`config.mk`:
```
export PLATFORM = sky130hd
export DESIGN_NAME = servo_target_with_startup_ramp_unit
export DESIGN_NICKNAME = d
export VERILOG_FILES = /design/src/svt_pkg.sv /design/src/svt_front.sv /design/src/svt_queue.sv /design/src/svt_back.sv /design/src/servo_target_with_startup_ramp_unit.sv
export SDC_FILE = /design/constraint.sdc
export NUM_CORES = 2
export LEC_CHECK = 0
export ABC_AREA = 1
export BUFFER_PORTS_ARGS = -buffer_cell sky130_fd_sc_hd__buf_2
export CAP_MARGIN = 30
export CORE_MARGIN = 5
export CORE_UTILIZATION = 31
export CTS_CLUSTER_DIAMETER = 60
export DETAILED_ROUTE_END_ITERATION = 10
export MAX_ROUTING_LAYER = met4
export PLACE_DENSITY = 0.56
export SETUP_SLACK_MARGIN = 0.3
export SLEW_MARGIN = 10
export SYNTH_ARGS = -nofsm -noshare
export SYNTH_HDL_FRONTEND = slang
export SYNTH_SLANG_ARGS = --single-unit
```
`constraint.sdc`:
```
create_clock -name clk -period 14.8 [get_ports clk]
set_clock_uncertainty 0.15 [all_clocks]
set_input_delay 0.74 -clock clk [delete_from_list [all_inputs] [get_ports clk]]
set_output_delay 0.74 -clock clk [all_outputs]
set_load 0.01 [all_outputs]
```
`src/svt_pkg.sv`:
```
`default_nettype none
// ----------------------------------------------------------------------------
// svt_pkg: shared types and constants of the servo target unit
// Channel count, register indexes, reset values and the record that
// travels from the front end through the queue to the back end.
// ----------------------------------------------------------------------------
package svt_pkg;

	localparam int NCH   = 4;
	localparam int LVL_W = 10;
	localparam int PADQ_W = 5;
	localparam int PADR_W = 12;

	localparam logic [LVL_W-1:0] POT_MAX = 10'd1023;
	localparam int PAD_SCALE = 3000;

	// x / 1023 == (x * RECIP_1023) >> RECIP_SHIFT for x < 2**18
	localparam logic [18:0] RECIP_1023 = 19'd262401;
	localparam int RECIP_SHIFT = 28;

	localparam int CFG_IDX_W = 3;
	localparam logic [CFG_IDX_W-1:0] CFG_LOW    = 3'd0;
	localparam logic [CFG_IDX_W-1:0] CFG_HIGH   = 3'd1;
	localparam logic [CFG_IDX_W-1:0] CFG_START  = 3'd2;
	localparam logic [CFG_IDX_W-1:0] CFG_INVERT = 3'd3;
	localparam logic [CFG_IDX_W-1:0] CFG_RAMP   = 3'd4;

	typedef logic [NCH-1:0][7:0] byte4_t;

	localparam byte4_t          LOW_RST   = 32'h64B43700;
	localparam byte4_t          HIGH_RST  = 32'h2300AFB4;
	localparam byte4_t          START_RST = 32'h645A375A;
	localparam logic [NCH-1:0]  INV_RST   = 4'hA;
	localparam logic [7:0]      RAMP_RST  = 8'd180;

	// one classified tick
	typedef struct packed {
		logic                          remote;
		logic [NCH-1:0][LVL_W-1:0]     level;
		logic [NCH-1:0][7:0]           pot_tgt;
		logic [NCH-1:0][PADQ_W-1:0]    pad_q;   // floor(pad / 3000), two's complement
		logic [NCH-1:0][PADR_W-1:0]    pad_r;   // pad - 3000 * pad_q, 0..2999
	} item_t;

	typedef struct packed {
		logic  valid;
		item_t item;
	} push_t;

endpackage
`default_nettype wire

```
`src/svt_front.sv`:
```
`default_nettype none
// ----------------------------------------------------------------------------
// svt_front: tick intake and classification
// Saturates pot words, maps them to target angles and splits the signed
// gamepad step into whole degrees and a remainder, over two stages.
// ----------------------------------------------------------------------------
module svt_front import svt_pkg::*; (
	input  wire logic                  clk,
	input  wire logic                  arst_n,
	input  wire logic                  tick_valid,
	output logic                       tick_stall,
	input  wire logic [NCH-1:0][15:0]  pot,
	input  wire logic [NCH-1:0][15:0]  pad,
	input  wire logic                  remote_on,
	input  wire byte4_t                lo_cfg,
	input  wire byte4_t                hi_cfg,
	input  wire logic [NCH-1:0]        inv_cfg,
	input  wire logic                  q_full,
	output push_t                      push
);

	logic s1_v_q, s2_v_q;
	logic s2_free, s1_move, s1_free, tick_acc;

	logic [NCH-1:0][LVL_W-1:0]  lvl_c, lvl_s1;
	logic [NCH-1:0][17:0]       prod_c, prod_s1;
	logic [NCH-1:0]             neg_c, neg_s1;
	logic [NCH-1:0][PADQ_W-1:0] padq_c, padq_s1;
	logic [NCH-1:0][PADR_W-1:0] padr_c, padr_s1;
	logic                       remote_s1;
	logic [NCH-1:0][7:0]        tgt_c;
	item_t                      item_s2;

	assign s2_free    = !s2_v_q || !q_full;
	assign s1_move    = s1_v_q && s2_free;
	assign s1_free    = !s1_v_q || s1_move;
	assign tick_stall = !s1_free;
	assign tick_acc   = tick_valid && s1_free;

	// stage 1: saturate, span product, pad split
	always_comb begin : s1_math
		logic [7:0]                ad;
		logic signed [16:0]        p;
		logic [PADQ_W-1:0]         cnt;
		logic signed [PADQ_W-1:0]  q;
		logic signed [17:0]        rem;
		for (int i = 0; i < NCH; i++) begin
			lvl_c[i]  = (pot[i] > 16'(POT_MAX)) ? POT_MAX : pot[i][LVL_W-1:0];
			neg_c[i]  = hi_cfg[i] < lo_cfg[i];
			ad        = neg_c[i] ? (lo_cfg[i] - hi_cfg[i]) : (hi_cfg[i] - lo_cfg[i]);
			prod_c[i] = 18'(lvl_c[i]) * 18'(ad);
			p = inv_cfg[i] ? -17'($signed(pad[i])) : 17'($signed(pad[i]));
			cnt = '0;
			for (int k = -10; k <= 10; k++) begin
				if (int'(p) >= k * PAD_SCALE)
					cnt = cnt + 5'd1;
			end
			q   = $signed(cnt - 5'd11);
			rem = 18'(p) - 18'(int'(q) * PAD_SCALE);
			padq_c[i] = q;
			padr_c[i] = rem[PADR_W-1:0];
		end
	end

	// stage 2: divide by 1023 toward zero and offset from the low angle
	always_comb begin : s2_math
		logic [36:0] scaled;
		logic [7:0]  quo;
		for (int i = 0; i < NCH; i++) begin
			scaled   = 37'(prod_s1[i]) * 37'(RECIP_1023);
			quo      = scaled[RECIP_SHIFT +: 8];
			tgt_c[i] = neg_s1[i] ? (lo_cfg[i] - quo) : (lo_cfg[i] + quo);
		end
	end

	always_ff @(posedge clk or negedge arst_n) begin
		if (!arst_n) begin
			s1_v_q <= 1'b0;
			s2_v_q <= 1'b0;
		end else begin
			if (s1_free)
				s1_v_q <= tick_valid;
			if (s2_free)
				s2_v_q <= s1_v_q;
		end
	end

	always_ff @(posedge clk) begin
		if (tick_acc) begin
			lvl_s1    <= lvl_c;
			prod_s1   <= prod_c;
			neg_s1    <= neg_c;
			padq_s1   <= padq_c;
			padr_s1   <= padr_c;
			remote_s1 <= remote_on;
		end
		if (s1_move) begin
			item_s2.remote  <= remote_s1;
			item_s2.level   <= lvl_s1;
			item_s2.pot_tgt <= tgt_c;
			item_s2.pad_q   <= padq_s1;
			item_s2.pad_r   <= padr_s1;
		end
	end

	assign push.valid = s2_v_q;
	assign push.item  = item_s2;

endmodule
`default_nettype wire

```
`src/svt_queue.sv`:
```
`default_nettype none
// ----------------------------------------------------------------------------
// svt_queue: classified tick queue
// Small FIFO that decouples the front end from the back end.
// ----------------------------------------------------------------------------
module svt_queue import svt_pkg::*; #(
	parameter int DEPTH = 4
) (
	input  wire logic  clk,
	input  wire logic  arst_n,
	input  wire push_t push,
	output logic       full,
	input  wire logic  pop,
	output logic       avail,
	output item_t      head
);

	localparam int PTR_W = (DEPTH > 1) ? $clog2(DEPTH) : 1;
	localparam int CNT_W = $clog2(DEPTH + 1);

	item_t            mem_q [DEPTH];
	logic [PTR_W-1:0] wr_ptr_q, rd_ptr_q;
	logic [CNT_W-1:0] cnt_q;
	logic             wr, rd;

	assign full  = cnt_q == CNT_W'(DEPTH);
	assign avail = cnt_q != '0;
	assign wr    = push.valid && !full;
	assign rd    = pop && avail;
	assign head  = mem_q[rd_ptr_q];

	always_ff @(posedge clk or negedge arst_n) begin
		if (!arst_n) begin
			wr_ptr_q <= '0;
			rd_ptr_q <= '0;
			cnt_q    <= '0;
		end else begin
			if (wr)
				wr_ptr_q <= (wr_ptr_q == PTR_W'(DEPTH - 1)) ? '0 : wr_ptr_q + 1'b1;
			if (rd)
				rd_ptr_q <= (rd_ptr_q == PTR_W'(DEPTH - 1)) ? '0 : rd_ptr_q + 1'b1;
			if (wr && !rd)
				cnt_q <= cnt_q + 1'b1;
			else if (rd && !wr)
				cnt_q <= cnt_q - 1'b1;
		end
	end

	always_ff @(posedge clk) begin
		if (wr)
			mem_q[wr_ptr_q] <= push.item;
	end

endmodule
`default_nettype wire

```
`src/svt_back.sv`:
```
`default_nettype none
// ----------------------------------------------------------------------------
// svt_back: servo state update
// Advances the ramp counter, the per-channel integrator (whole degrees plus remainder
// in 1/3000 degree) and the servo angles, one tick per cycle unless the result stalls.
// ----------------------------------------------------------------------------
module svt_back import svt_pkg::*; (
	input  wire logic            clk,
	input  wire logic            arst_n,
	input  wire logic            avail,
	input  wire item_t           head,
	output logic                 pop,
	input  wire byte4_t          lo_cfg,
	input  wire byte4_t          hi_cfg,
	input  wire logic [7:0]      ramp_cfg,
	input  wire logic            start_load,
	input  wire byte4_t          start_val,
	output logic                 res_valid,
	input  wire logic            res_stall,
	output byte4_t               res_angle,
	output logic [NCH-1:0][LVL_W-1:0] res_level,
	output logic                 res_ramp
);

	byte4_t                     deg_q, servo_q;
	logic [NCH-1:0][PADR_W-1:0] frac_q;
	logic [7:0]                 cnt_q;
	logic                       flag_q;

	byte4_t                     deg_nx, servo_nx;
	logic [NCH-1:0][PADR_W-1:0] frac_nx;
	logic [7:0]                 cnt_nx;
	logic                       flag_nx;
	logic                       fire;

	assign fire = avail && (!res_valid || !res_stall);
	assign pop  = fire;

	always_comb begin
		cnt_nx  = (cnt_q < ramp_cfg) ? cnt_q + 8'd1 : cnt_q;
		flag_nx = flag_q && !(cnt_nx >= ramp_cfg);
	end

	always_comb begin : chan_math
		logic [PADR_W:0]    rs;
		logic               c;
		logic [PADR_W-1:0]  r1;
		logic signed [10:0] q1, mn_e, mx_e;
		logic [7:0]         mn, mx, tgt;
		for (int i = 0; i < NCH; i++) begin
			mn = (lo_cfg[i] < hi_cfg[i]) ? lo_cfg[i] : hi_cfg[i];
			mx = (lo_cfg[i] < hi_cfg[i]) ? hi_cfg[i] : lo_cfg[i];
			mn_e = $signed({3'b000, mn});
			mx_e = $signed({3'b000, mx});
			rs = {1'b0, frac_q[i]} + {1'b0, head.pad_r[i]};
			c  = rs >= 13'(PAD_SCALE);
			r1 = c ? 12'(rs - 13'(PAD_SCALE)) : rs[PADR_W-1:0];
			q1 = $signed({3'b000, deg_q[i]}) + 11'($signed(head.pad_q[i]))
				+ $signed({10'd0, c});
			if (!head.remote) begin
				tgt        = head.pot_tgt[i];
				frac_nx[i] = '0;
			end else if (q1 < mn_e) begin
				tgt        = mn;
				frac_nx[i] = '0;
			end else if (q1 > mx_e || (q1 == mx_e && r1 != '0)) begin
				tgt        = mx;
				frac_nx[i] = '0;
			end else begin
				tgt        = q1[7:0];
				frac_nx[i] = r1;
			end
			deg_nx[i] = tgt;
			if (!flag_nx)
				servo_nx[i] = tgt;
			else if (servo_q[i] < tgt)
				servo_nx[i] = servo_q[i] + 8'd1;
			else if (servo_q[i] > tgt)
				servo_nx[i] = servo_q[i] - 8'd1;
			else
				servo_nx[i] = servo_q[i];
		end
	end

	always_ff @(posedge clk or negedge arst_n) begin
		if (!arst_n) begin
			deg_q     <= START_RST;
			servo_q   <= START_RST;
			frac_q    <= '0;
			cnt_q     <= '0;
			flag_q    <= 1'b1;
			res_valid <= 1'b0;
		end else begin
			if (start_load) begin
				deg_q   <= start_val;
				servo_q <= start_val;
				frac_q  <= '0;
			end else if (fire) begin
				deg_q   <= deg_nx;
				servo_q <= servo_nx;
				frac_q  <= frac_nx;
			end
			if (fire) begin
				cnt_q     <= cnt_nx;
				flag_q    <= flag_nx;
				res_valid <= 1'b1;
			end else if (!res_stall) begin
				res_valid <= 1'b0;
			end
		end
	end

	always_ff @(posedge clk) begin
		if (fire) begin
			res_angle <= servo_nx;
			res_level <= head.level;
			res_ramp  <= flag_nx;
		end
	end

endmodule
`default_nettype wire

```
`src/servo_target_with_startup_ramp_unit.sv`:
```
`default_nettype none
// ----------------------------------------------------------------------------
// servo_target_with_startup_ramp_unit: four-channel servo target generator
// Maps pots or integrates gamepad axes into target angles and slews the
// servo angles toward them during a startup ramp.
// ----------------------------------------------------------------------------
//
//   channel  handshake               payload
//   -------  ----------------------  ----------------------------------------
//   tick     tick_valid/tick_stall   pot_0..3, pad_0..3, remote_on
//   result   result_valid/stall      angle_0..3, level_0..3, ramp_active
//   config   cfg_valid/cfg_ready     cfg_index, cfg_data
//
// One tick per clock sustained while nothing stalls. An accepted tick reaches
// the result port through two front stages (saturate and span product, then
// the divide by 1023), the queue, and the state update that writes the result
// register. The back end's state loop (integrator add and clamp, then the
// servo step) is combinational between its registers, which sets the rate.
// Reset loads the register defaults and the start angles at once; there is no
// clearing pass. A result stall fills the queue before it stalls tick intake.
//
module servo_target_with_startup_ramp_unit import svt_pkg::*; #(
	parameter int QUEUE_DEPTH = 4
) (
	input  wire logic                 clk,
	input  wire logic                 arst_n,
	input  wire logic                 tick_valid,
	output logic                      tick_stall,
	input  wire logic [15:0]          pot_0,
	input  wire logic [15:0]          pot_1,
	input  wire logic [15:0]          pot_2,
	input  wire logic [15:0]          pot_3,
	input  wire logic signed [15:0]   pad_0,
	input  wire logic signed [15:0]   pad_1,
	input  wire logic signed [15:0]   pad_2,
	input  wire logic signed [15:0]   pad_3,
	input  wire logic                 remote_on,
	output logic                      result_valid,
	input  wire logic                 result_stall,
	output logic [7:0]                angle_0,
	output logic [7:0]                angle_1,
	output logic [7:0]                angle_2,
	output logic [7:0]                angle_3,
	output logic [LVL_W-1:0]          level_0,
	output logic [LVL_W-1:0]          level_1,
	output logic [LVL_W-1:0]          level_2,
	output logic [LVL_W-1:0]          level_3,
	output logic                      ramp_active,
	input  wire logic                 cfg_valid,
	output logic                      cfg_ready,
	input  wire logic [CFG_IDX_W-1:0] cfg_index,
	input  wire logic [31:0]          cfg_data
);

	// configuration registers
	byte4_t          low_q, high_q;
	logic [NCH-1:0]  inv_q;
	logic [7:0]      ramp_q;
	logic            cfg_we, start_load;

	logic [NCH-1:0][15:0] pot_v, pad_v;
	push_t                push;
	logic                 q_full, q_avail, q_pop;
	item_t                q_head;
	byte4_t               res_angle;
	logic [NCH-1:0][LVL_W-1:0] res_level;

	// writes go straight into the registers, so always take them
	assign cfg_ready  = 1'b1;
	assign cfg_we     = cfg_valid && cfg_ready;
	assign start_load = cfg_we && (cfg_index == CFG_START);

	always_ff @(posedge clk or negedge arst_n) begin
		if (!arst_n) begin
			low_q   <= LOW_RST;
			high_q  <= HIGH_RST;
			inv_q   <= INV_RST;
			ramp_q  <= RAMP_RST;
		end else if (cfg_we) begin
			case (cfg_index)
				CFG_LOW:    low_q   <= cfg_data;
				CFG_HIGH:   high_q  <= cfg_data;
				CFG_START:  ;   // preset goes straight into the back end
				CFG_INVERT: inv_q   <= cfg_data[NCH-1:0];
				CFG_RAMP:   ramp_q  <= cfg_data[7:0];
				default:    ;   // drop writes past the last register
			endcase
		end
	end

	assign pot_v = {pot_3, pot_2, pot_1, pot_0};
	assign pad_v = {pad_3, pad_2, pad_1, pad_0};

	// front: intake, saturate, pot mapping, pad split
	svt_front u_front (
		.clk        (clk),
		.arst_n     (arst_n),
		.tick_valid (tick_valid),
		.tick_stall (tick_stall),
		.pot        (pot_v),
		.pad        (pad_v),
		.remote_on  (remote_on),
		.lo_cfg     (low_q),
		.hi_cfg     (high_q),
		.inv_cfg    (inv_q),
		.q_full     (q_full),
		.push       (push)
	);

	// hold classified ticks until the back end takes them
	svt_queue #(
		.DEPTH (QUEUE_DEPTH)
	) u_queue (
		.clk    (clk),
		.arst_n (arst_n),
		.push   (push),
		.full   (q_full),
		.pop    (q_pop),
		.avail  (q_avail),
		.head   (q_head)
	);

	// back: ramp, integrator and servo state, result register
	svt_back u_back (
		.clk        (clk),
		.arst_n     (arst_n),
		.avail      (q_avail),
		.head       (q_head),
		.pop        (q_pop),
		.lo_cfg     (low_q),
		.hi_cfg     (high_q),
		.ramp_cfg   (ramp_q),
		.start_load (start_load),
		.start_val  (cfg_data),
		.res_valid  (result_valid),
		.res_stall  (result_stall),
		.res_angle  (res_angle),
		.res_level  (res_level),
		.res_ramp   (ramp_active)
	);

	assign angle_0 = res_angle[0];
	assign angle_1 = res_angle[1];
	assign angle_2 = res_angle[2];
	assign angle_3 = res_angle[3];
	assign level_0 = res_level[0];
	assign level_1 = res_level[1];
	assign level_2 = res_level[2];
	assign level_3 = res_level[3];

endmodule
`default_nettype wire

```
==> flow_summary.toml <==
[critical_path]
crit_type = "reg -> reg"
cp_data_required_time_ps = 15160
crit_top_cell = "buf_6"
crit_arrival_ps = 14790
rrSetupSlack_ps = 380
worst_r2r_endpoint = "u_front.padr_s1[47]"
cp_max_fo = 7
cp_slowest_cell = "dfstp_2"
worstRegToRegCells = 114
crit_path_end_kind = "flop"
critPathTopFamily = "buffers and inverters"
crit_buf_inv = 49
r2r_start = "inv_q[3]"
crit_path_start_kind = "flop"
slowest_delay_ps = 670

[global_route]
grt_pass1_wl_um = 375800
grtUsageTotal = 0.1627
overflow = 0
antenna_found_initial = 34
grt_pass1_vias = 68559
grt_max_degree = 166

[yosys]
yosysWarnings = 0
syn_nets = 11546
synth_async_sr_flop_share = 0.1769
synth_edf_count = 963
synth.area.top_cells = "edfxtp_1 (33%), ha_1 (13%), nand2_1 (8.9%), inv_1 (6.3%), fa_1 (5.6%)"
avgSynthCellArea_sq_um = 8.607
synthFlopType = "edfxtp_1"
syn_inst = 10242
synth_most_common_cell = "nand2_1"
mappedNetlistArea_sq_um = 88160
synth_seq_area_share = 0.3877
synth-seq-cells = 1170
synth_top_area_cell = "edfxtp_1"
synthTopCellsByCount = "nand2_1 (2095), inv_1 (1489), nor2_1 (968)"
synth_top_area_frac = 0.3280
yosysUniqueCellTypes = 77

[routing]
drt_iter0_drc = 4163
drt-total-wl_um = 239600
vias = 70381
vias_per_cell = 4.685
drtPass1Iterations = 6
avgRoutedWirePerCell_um = 15.95
ant_nets = 0
drcViolationCount = 0

[cells_and_area]
layout-drive-gt1-share = 0.1869
nNetsFinal = 12458
area_growth_pct = 20.26
final_cells = 15022

[sta]
worstMarginPinSlew_ps = 1161
fin_crit_sh = 0.9746
max_freq_ghz = 0.06933
setup_violations = 0
fin_crit_ps = 14420
drv_slew = 0
rsz0062_at_grt = "yes"
hold_viol = 0
max_slew_margin = 0.2263

[cts]
cts_max_level = 4
clock_latency_ps = 770
path_clk_slew_ps = 60
cts_made_buffers = 138
cts_buffer_depth = 3
clock_sinks = 1170
cts_tree = "done"
clock_tree.root_cell = "clkbuf_16"

[min_path]
hold_depth = 1
hp-start = "remote_on"
min_path_type = "in -> reg"
holdPathEnd = "u_front.remote_s1"

[die]
ioPinCount = 245
initial_core_util = 0.3117
core_sq_um = 282800
num_rows = 195
dieArea_sq_um = 295100
die_y_um = 543.3
die_w_um = 543.3

[run_status]
status = "completed"

[job]
drv_cap = 0

[placement]
gp_congestion = 0.8855
post-place-cells = 14519
dp_hpwl_um = 176000
io_buffers = 243
## per-stage QoR
step           setup slack, ps  hold slack (ps)  TNS, ps    util  cell area, sq um
5_1_grt                 -217.5            23.19   -314.6  0.3749            106000
4_1_cts                  273.3            9.927        0  0.3663            103600
2_1_floorplan            47.87            250.3        0       -             88510
3_5_place_dp            -700.5            254.5    -3814  0.3445             97400
6_report                 375.7            59.63        0  0.3749            106000
3_3_place_gp            -636.4            250.7    -2464  0.3444             97380
## cell type report
| class | instances | area (sq um) |
|---|---|---|
| fillers | 28680 | 176800 |
| inverters | 1584 | 6026 |
| repair buffers | 961 | 7164 |
| diodes | 8 | 20.02 |
| multi-input cells | 7299 | 49310 |
| clock buffers | 171 | 3722 |
| well taps | 3743 | 4683 |
| flip-flops and latches | 1170 | 34190 |
| clock inverters | 86 | 897.1 |
## worst max-delay path by stage
stage,startpoint,to,depth (start not counted),slack (ps)
after floorplan,pad_3[1],u_front.padr_s1[47],96,50
after global placement,pad_3[1],u_front.padr_s1[47],98,-640
after detailed placement,pad_3[1],u_front.padr_s1[47],98,-700
after CTS,inv_q[3],u_front.padr_s1[47],116,270
after global routing,inv_q[3],u_front.padr_s1[47],94,-220
final,inv_q[3],u_front.padr_s1[47],114,380
## placed cells by master, fill, tap and decap left out, types with 245 or more instances in the layout
| cell | count |
|---|---|
| buf_2 | 245 |
| nor2_1 | 938 |
| a21oi_1 | 378 |
| ha_1 | 837 |
| buf_4 | 607 |
| nand3_1 | 474 |
| edfxtp_1 | 963 |
| o21ai_0 | 674 |
| inv_1 | 1426 |
| nand2_1 | 1950 |
| xor2_1 | 274 |
## layer usage
metal,track usage,vias to the layer above,routed length (um)
met3,0.01981,340,9272
met2,0.2672,1261,112000
met4,0.03573,0,5478
met5,-,-,0
li1,-,35894,-
met1,0.2158,32886,112900
## sequential cells by signal, indices dropped and copies added, names as in the netlist, 40 cells and up
signal	cells
u_front.prod_s1	72
u_front.lvl_s1	40
u_front.padr_s1	48
u_back.frac_q	48
u_queue.mem_q	564
u_back.res_level	40
u_front.push	141
## kinds of logic after synthesis
group	share of synthesized area
xor gates and xnor gates	0.04139
AOI/OAI and AO/OA	0.1037
muxes	0.001604
buffers and inverters	0.07609
adders and majority gates	0.1820
DFF	0.3877
and+or+nand+nor	0.2074
other	0.00004254
## repair_timing
item / 4_1_cts / 5_1_grt
buffers inserted: 160 / 65
setup endpoints to repair: 11 / 23
resized for setup: 85 / 447
hold buffers: 4 / 0
hold endpoints to repair: 55 / 0
pin swaps: 89 / 265
cloned: 2 / 2
Power is left out: the tool's default activity adds up to more than one toggle a clock period on the data nets, which glitch-free logic cannot reach.
